$ cat src/rtl/gfe_pkg.sv
package gfe_pkg;

  localparam logic [7:0]  FRAME_FLAG  = 8'h7E;
  localparam logic [7:0]  FRAME_ESC   = 8'h7D;
  localparam logic [7:0]  ESC_XOR     = 8'h20;
  localparam logic [15:0] FCS_POLY    = 16'h1021;
  localparam logic [4:0]  COUNT_MAX   = 5'd31;
  localparam logic [4:0]  MAX_PAYLOAD = 5'd27;

  typedef struct packed {
    logic [7:0] data_byte;
    logic       end_of_message;
  } gfe_in_t;

  typedef struct packed {
    logic [7:0] wire_byte;
    logic       run_last;
    logic       frame_done;
    logic       overlength;
  } gfe_out_t;

  // One classified request handed from the front to the back.
  typedef struct packed {
    logic        open_frame;
    logic [7:0]  data_byte;
    logic        close_frame;
    logic [15:0] fcs;
    logic        overlength;
  } gfe_job_t;

  function automatic logic [15:0] fcs_entry(input logic [7:0] hi);
    logic [15:0] v;
    v = {hi, 8'h00};
    for (int k = 0; k < 8; k++) begin
      if (v[15]) begin
        v = {v[14:0], 1'b0} ^ FCS_POLY;
      end else begin
        v = {v[14:0], 1'b0};
      end
    end
    return v;
  endfunction

  function automatic logic is_special(input logic [7:0] b);
    return (b == FRAME_FLAG) || (b == FRAME_ESC);
  endfunction

endpackage

$ cat src/rtl/gfe_fifo.sv
module gfe_fifo #(
  parameter int DEPTH = 4
) (
  input  logic             clk,
  input  logic             rst_n,
  input  logic             push,
  input  gfe_pkg::gfe_job_t push_data,
  output logic             full,
  input  logic             pop,
  output gfe_pkg::gfe_job_t pop_data,
  output logic             not_empty
);
  import gfe_pkg::*;

  localparam int AW = (DEPTH > 1) ? $clog2(DEPTH) : 1;

  gfe_job_t        mem_r [DEPTH];
  logic [AW-1:0]   wr_ptr_r, wr_ptr_nxt;
  logic [AW-1:0]   rd_ptr_r, rd_ptr_nxt;
  logic [AW:0]     cnt_r, cnt_nxt;

  assign full      = (cnt_r == (AW + 1)'(DEPTH));
  assign not_empty = (cnt_r != '0);
  assign pop_data  = mem_r[rd_ptr_r];

  always_comb begin
    wr_ptr_nxt = wr_ptr_r;
    rd_ptr_nxt = rd_ptr_r;
    cnt_nxt    = cnt_r;
    if (push) begin
      wr_ptr_nxt = (wr_ptr_r == AW'(DEPTH - 1)) ? '0 : wr_ptr_r + 1'b1;
    end
    if (pop) begin
      rd_ptr_nxt = (rd_ptr_r == AW'(DEPTH - 1)) ? '0 : rd_ptr_r + 1'b1;
    end
    if (push && !pop) begin
      cnt_nxt = cnt_r + 1'b1;
    end else if (pop && !push) begin
      cnt_nxt = cnt_r - 1'b1;
    end
  end

  always_ff @(posedge clk) begin
    if (!rst_n) begin
      wr_ptr_r <= '0;
      rd_ptr_r <= '0;
      cnt_r    <= '0;
    end else begin
      wr_ptr_r <= wr_ptr_nxt;
      rd_ptr_r <= rd_ptr_nxt;
      cnt_r    <= cnt_nxt;
    end
  end

  always_ff @(posedge clk) begin
    if (push) begin
      mem_r[wr_ptr_r] <= push_data;
    end
  end

endmodule

$ cat src/rtl/gfe_front.sv
module gfe_front (
  input  logic              clk,
  input  logic              rst_n,
  input  logic              in_valid,
  output logic              in_ready,
  input  gfe_pkg::gfe_in_t  in_item,
  output logic              push,
  output gfe_pkg::gfe_job_t push_data,
  input  logic              full
);
  import gfe_pkg::*;

  logic        inside_r, inside_nxt;
  logic [15:0] fcs_r, fcs_nxt;
  logic [4:0]  count_r, count_nxt;

  logic [15:0] fcs_base;
  logic [4:0]  count_cur;
  logic [15:0] fcs_new;
  logic        accept;

  assign in_ready = !full;
  assign accept   = in_valid && !full;
  assign push     = accept;

  always_comb begin
    fcs_base  = inside_r ? fcs_r : '0;
    count_cur = '0;
    if (inside_r) begin
      count_cur = (count_r < COUNT_MAX) ? count_r + 1'b1 : count_r;
    end
    fcs_new = fcs_entry(fcs_base[15:8]) ^ {fcs_base[7:0], 8'h00}
              ^ {8'h00, in_item.data_byte};

    push_data.open_frame  = !inside_r;
    push_data.data_byte   = in_item.data_byte;
    push_data.close_frame = in_item.end_of_message;
    push_data.fcs         = fcs_new;
    push_data.overlength  = (count_cur > MAX_PAYLOAD);

    inside_nxt = inside_r;
    fcs_nxt    = fcs_r;
    count_nxt  = count_r;
    if (accept) begin
      if (in_item.end_of_message) begin
        inside_nxt = 1'b0;
        fcs_nxt    = '0;
        count_nxt  = '0;
      end else begin
        inside_nxt = 1'b1;
        fcs_nxt    = fcs_new;
        count_nxt  = count_cur;
      end
    end
  end

  always_ff @(posedge clk) begin
    if (!rst_n) begin
      inside_r <= 1'b0;
      fcs_r    <= '0;
      count_r  <= '0;
    end else begin
      inside_r <= inside_nxt;
      fcs_r    <= fcs_nxt;
      count_r  <= count_nxt;
    end
  end

endmodule

$ cat src/rtl/gfe_back.sv
module gfe_back (
  input  logic              clk,
  input  logic              rst_n,
  input  logic              job_valid,
  input  gfe_pkg::gfe_job_t job,
  output logic              pop,
  output logic              out_valid,
  input  logic              out_ready,
  output gfe_pkg::gfe_out_t out_item
);
  import gfe_pkg::*;

  typedef enum logic [4:0] {
    ST_HEAD  = 5'b00001,
    ST_DATA  = 5'b00010,
    ST_FLO   = 5'b00100,
    ST_FHI   = 5'b01000,
    ST_CLOSE = 5'b10000
  } gfe_seg_t;

  gfe_seg_t st_r, st_nxt, seg, seg_next;
  logic     esc_r, esc_nxt;
  logic     out_valid_r, out_valid_nxt;
  gfe_out_t out_item_r;

  logic [7:0] raw;
  logic       stuffable;
  logic       seg_done;
  logic       job_end;
  logic       load;
  gfe_out_t   cur;

  assign load = job_valid && (!out_valid_r || out_ready);

  always_comb begin
    seg = st_r;
    if (st_r == ST_HEAD && !job.open_frame) begin
      seg = ST_DATA;
    end

    raw       = job.data_byte;
    stuffable = 1'b0;
    seg_next  = ST_HEAD;
    case (seg)
      ST_HEAD: begin
        raw      = FRAME_FLAG;
        seg_next = ST_DATA;
      end
      ST_DATA: begin
        raw       = job.data_byte;
        stuffable = 1'b1;
        seg_next  = job.close_frame ? ST_FLO : ST_HEAD;
      end
      ST_FLO: begin
        raw       = job.fcs[7:0];
        stuffable = 1'b1;
        seg_next  = ST_FHI;
      end
      ST_FHI: begin
        raw       = job.fcs[15:8];
        stuffable = 1'b1;
        seg_next  = ST_CLOSE;
      end
      ST_CLOSE: begin
        raw      = FRAME_FLAG;
        seg_next = ST_HEAD;
      end
      default: begin
        raw      = FRAME_FLAG;
        seg_next = ST_HEAD;
      end
    endcase

    seg_done = !stuffable || esc_r || !is_special(raw);
    job_end  = seg_done && (seg == ST_CLOSE || (seg == ST_DATA && !job.close_frame));

    cur.wire_byte  = raw;
    if (stuffable && esc_r) begin
      cur.wire_byte = raw ^ ESC_XOR;
    end else if (stuffable && is_special(raw)) begin
      cur.wire_byte = FRAME_ESC;
    end
    cur.run_last   = job_end;
    cur.frame_done = (seg == ST_CLOSE);
    cur.overlength = (seg == ST_CLOSE) && job.overlength;

    pop     = load && job_end;
    st_nxt  = st_r;
    esc_nxt = esc_r;
    if (load) begin
      if (job_end) begin
        st_nxt  = ST_HEAD;
        esc_nxt = 1'b0;
      end else if (seg_done) begin
        st_nxt  = seg_next;
        esc_nxt = 1'b0;
      end else begin
        st_nxt  = seg;
        esc_nxt = 1'b1;
      end
    end

    out_valid_nxt = out_valid_r;
    if (load) begin
      out_valid_nxt = 1'b1;
    end else if (out_ready) begin
      out_valid_nxt = 1'b0;
    end
  end

  always_ff @(posedge clk) begin
    if (!rst_n) begin
      st_r        <= ST_HEAD;
      esc_r       <= 1'b0;
      out_valid_r <= 1'b0;
    end else begin
      st_r        <= st_nxt;
      esc_r       <= esc_nxt;
      out_valid_r <= out_valid_nxt;
    end
  end

  always_ff @(posedge clk) begin
    if (load) begin
      out_item_r <= cur;
    end
  end

  assign out_valid = out_valid_r;
  assign out_item  = out_item_r;

endmodule

$ cat src/rtl/gdl90_frame_encoder_core.sv
// GDL90 frame encoder. Message bytes come in one request per cycle while the queue
// is not full (ID byte first, end_of_message on the last); the block wraps them in
// 0x7E flags, escapes 0x7E/0x7D, and appends the CRC-16 (poly 0x1021) FCS low byte
// first. The front classifies each request and updates the FCS combinationally,
// pushing it into a QUEUE_DEPTH queue; the back serializer emits one wire byte per
// cycle through an output register unless out_ready stalls it. A request emits its
// data byte, escaped if special, after an opening flag if it opens a frame and before
// the FCS and closing flag if it ends one; the queue takes requests while earlier
// ones drain. overlength marks the closing flag of a payload exceeding 28 bytes.
module gdl90_frame_encoder_core #(
  parameter int QUEUE_DEPTH = 4
) (
  input  logic              clk,
  input  logic              rst_n,
  input  logic              in_valid,
  output logic              in_ready,
  input  gfe_pkg::gfe_in_t  in_item,
  output logic              out_valid,
  input  logic              out_ready,
  output gfe_pkg::gfe_out_t out_item
);
  import gfe_pkg::*;

  logic     push, full, pop, job_valid;
  gfe_job_t push_data, job;

  gfe_front u_front (
    .clk       (clk),
    .rst_n     (rst_n),
    .in_valid  (in_valid),
    .in_ready  (in_ready),
    .in_item   (in_item),
    .push      (push),
    .push_data (push_data),
    .full      (full)
  );

  gfe_fifo #(
    .DEPTH (QUEUE_DEPTH)
  ) u_fifo (
    .clk       (clk),
    .rst_n     (rst_n),
    .push      (push),
    .push_data (push_data),
    .full      (full),
    .pop       (pop),
    .pop_data  (job),
    .not_empty (job_valid)
  );

  gfe_back u_back (
    .clk       (clk),
    .rst_n     (rst_n),
    .job_valid (job_valid),
    .job       (job),
    .pop       (pop),
    .out_valid (out_valid),
    .out_ready (out_ready),
    .out_item  (out_item)
  );

endmodule

$ cat config.mk
export PLATFORM = sky130hd
export DESIGN_NAME = gdl90_frame_encoder_core
export DESIGN_NICKNAME = d
export VERILOG_FILES = /design/src/rtl/gfe_pkg.sv /design/src/rtl/gfe_fifo.sv /design/src/rtl/gfe_front.sv /design/src/rtl/gfe_back.sv /design/src/rtl/gdl90_frame_encoder_core.sv
export SDC_FILE = /design/constraint.sdc
export NUM_CORES = 1
export LEC_CHECK = 0
export ABC_AREA = 1
export BUFFER_PORTS_ARGS = -buffer_cell sky130_fd_sc_hd__buf_2
export CELL_PAD_IN_SITES_DETAIL_PLACEMENT = 1
export CELL_PAD_IN_SITES_GLOBAL_PLACEMENT = 1
export CORE_MARGIN = 2
export CORE_UTILIZATION = 55
export CTS_BUF_LIST = sky130_fd_sc_hd__clkbuf_4 sky130_fd_sc_hd__clkbuf_8
export DETAILED_ROUTE_END_ITERATION = 8
export GPL_TIMING_DRIVEN = 0
export PLACE_DENSITY = 0.91
export RECOVER_POWER = 25
export SYNTH_ARGS = -nofsm -noshare
export SYNTH_HDL_FRONTEND = slang
export SYNTH_SLANG_ARGS = --single-unit
$ cat constraint.sdc
create_clock -name clk -period 4.8 [get_ports clk]
set_input_delay 0 -clock clk [delete_from_list [all_inputs] [get_ports clk]]
set_output_delay 0 -clock clk [all_outputs]
set_load 0.01 [all_outputs]
==> reports/summary.txt <==
R2R depth: 20
Fillers: 1300
Pre-CTS setup slack: 1.23 ns
Layout Nets: 726
Peak Freq: 0.260 GHz
Synth top area cells: edfxtp_1, dfxtp_1, nand2_1
Clock skew: 0.0163 ns
Period minus WS final: 3.85 ns
Sequential area share after synthesis: 63.7%
Die H: 115 um
Sink Count: 157
Synth area leader: edfxtp_1
Worst Setup Start Kind: flip-flop
GP Congestion: 0.813
Commonest non-fill, non-tap cell in the layout: nand2_1
Layout cells sized above 1: 11.4%
Total negative slack: 0 ns
WL/cell: 23.7 um
Vias per inst: 6.03
CP Data Required Time: 5.14 ns
Yosys warnings: 0
Outcome: completed
Starting Density: 56.4%
Final setup viols: 0
H-tree levels: 4
Clock root cell: clkbuf_8
Reg clk slew, reported paths: 0.08 ns
Peak VDD IR: 190 uV
Ys flop type: edfxtp_1
Final worst setup slack: 0.950 ns
Die footprint: 13300 um^2
Top Ports: 26
Worst-Skew Late Latency: 0.47 ns
Final Cycle Share: 80.2%
Detailed Route Iter0 Violations: 528
#FFs+latches synth: 157
Arr. time, crit path: 4.19 ns
Router iterations before antenna repair: 5
Largest net degree at the start of global routing: 28
Port bufs: 24
Synthesized area per cell: 10.4 um^2
Total GRT Usage: 33.0%
Post-CTS sizing: 0
Slew margin rel.: 30.3%
Most frequent cells in the layout: nand2_1, edfxtp_1, nor2_1
Combinational share of power: 33.5%
Pint: 2.72 mW
Synth cell types: 37
Vias in the first global route: 5719
Asr flop ratio synth: 0%
Fin util: 63.8%
R2r setup slk: 0.95 ns
Leakage: 2.80 nW
Dpl hpwl: 12800 um
Final Max Slew Viols: 0
Number of synthesized flops with an enable pin: 119
Row Count: 40
Sw Pwr: 1.68 mW
Yosys top cell area share: 52.6%
CP endpoint kind: flip-flop
Sequential Power Share: 40.7%
Antenna Nets Post-Route: 0
Residual DRC count: 0
Finished Layout Cells: 887
Clock network power share: 25.8%
RR Endpoint: u_fifo.cnt_r[2]
Sw frac: 38.2%
Syn nets: 672
Synthesized area: 6800 um^2
Final wirelength: 21100 um
Initial antenna violation count: 1
Floorplan core area: 12100 um^2
RSZ-0062 raised after global routing: no
Worst setup endpoint: u_fifo.cnt_r[2]
Total power: 4.40 mW
Num CTS Buffers: 17
Crit path max fanout: 10
HP Class: input port to flip-flop
CTS Buffer Depth: 2
Worst-margin pin slew: 1.04 ns
CP Class: flip-flop to flip-flop
GR Overflow Total: 0
First-pass GRT wire length: 31600 um
Die width: 115 um
TritonCTS clock tree: built
Max-cap viol count: 0
Vias: 5345
Area Overhead vs Synth: 13.1%
Syn Inst Count: 651
Power Density: 573 nW/um^2
# placed instances: 843
Final hold vios: 0
critical path, stage by stage, from the launching register on:
cell      delay [ns]
dfxtp_1         0.33
buf_6           0.16
buf_4           0.21
clkbuf_1        0.49
nor2_1          0.14
o22ai_1         0.19
nand3_1         0.12
nand3_1         0.20
nand2_1         0.12
nor2_2          0.14
nand4_4         0.20
nand2_2         0.13
inv_2           0.06
nand2_2         0.09
ha_1            0.16
inv_1           0.07
fa_1            0.39
a21oi_1         0.16
o21ai_0         0.13
o21ai_0         0.18
a21oi_1         0.06
cell usage after synthesis (2+ instances only):
cell type  instances
a21oi_1           33
a22oi_1            5
buf_1              2
buf_2              9
buf_4              5
clkbuf_1           9
dfxtp_1           38
edfxtp_1         119
ha_1               7
inv_1             43
inv_2              5
inv_4              2
nand2_1          121
nand2_2            5
nand2_4            2
nand3_1           25
nand3_2            7
nor2_1            88
nor2_2             4
nor2_4             2
o21ai_0           61
o21ai_1           11
o22ai_1            9
xnor2_1            9
xor2_1            18
metrics by stage:
stage	hold slack [ns]	area, um^2
after global placement	0.281	7130
final	0.0850	7690
after floorplan	0.0989	6800
after global routing	0.115	7690
after CTS	0.0455	7720
after detailed placement	0.296	7160
cell type report:
cell class / instances / area, um^2 / area share, %
Sequential cell: 157 / 4330 / 56.4
Multi-Input combinational cell: 417 / 2160 / 28.1
Clock buffer: 19 / 255 / 3.32
Tap cell: 168 / 210 / 2.73
Timing Repair Buffer: 35 / 203 / 2.64
Inverter: 51 / 196 / 2.55
Clock inverter: 13 / 195 / 2.54
Buffer: 26 / 131 / 1.71
Antenna cell: 1 / 2.50 / 0.0325
how the worst min path moves through the flow:
stage / from / endpoint / slack (ns) / cells after the start
finish: in_valid / u_fifo.wr_ptr_r[0] / 0.09 / 4
global placement: in_item[0] / u_fifo.mem_r[1][17] / 0.28 / 1
CTS: in_valid / u_fifo.wr_ptr_r[0] / 0.05 / 4
global route: in_valid / u_fifo.wr_ptr_r[0] / 0.12 / 4
floorplan: in_item[0] / u_fifo.mem_r[0][17] / 0.1 / 0
detailed placement: in_item[0] / u_fifo.mem_r[1][17] / 0.30 / 1
logic make-up after synthesis:
logic type	Yosys count	synth area share [%]
compound gates	124	9.83
buf+inv	77	4.88
flops	157	63.7
fa+ha+maj	8	1.58
xor+xnor	27	3.48
simple gates	258	16.5
sequential cells by signal (all words and copies together), names as in the netlist, named ones only:
register / count
u_fifo.cnt_r: 3
u_fifo.mem_r: 108
u_front.fcs_r: 16
u_front.inside_r: 1
u_fifo.rd_ptr_r: 2
u_back.out_valid: 1
u_back.st_r: 5
u_front.count_r: 5
u_fifo.wr_ptr_r: 2
u_back.out_item: 11
u_back.esc_r: 1
repair_timing:
item	in CTS	in global routing
setup buffers	0	0
endpoints found under the hold margin	46	0
hold buffers	11	0
layer usage:
layer	up-vias	track usage (%)	wire (um)
li1	2318	-	-
met1	2643	37.8	8050
met2	296	57.8	10700
met3	88	6.33	1380
met4	0	18.7	943
met5	-	0	0
power groups by stage:
stage | Combinational (mW) | Clock (mW) | Sequential (mW)
after detailed placement | 1.39 | 0 | 1.81
after global routing | 1.58 | 1.18 | 1.81
final | 1.48 | 1.13 | 1.79
after global placement | 1.26 | 0 | 1.80
after floorplan | 0.907 | 0 | 1.82
after CTS | 1.46 | 1.13 | 1.79
No activity file was read; power rests on OpenSTA's default activity.
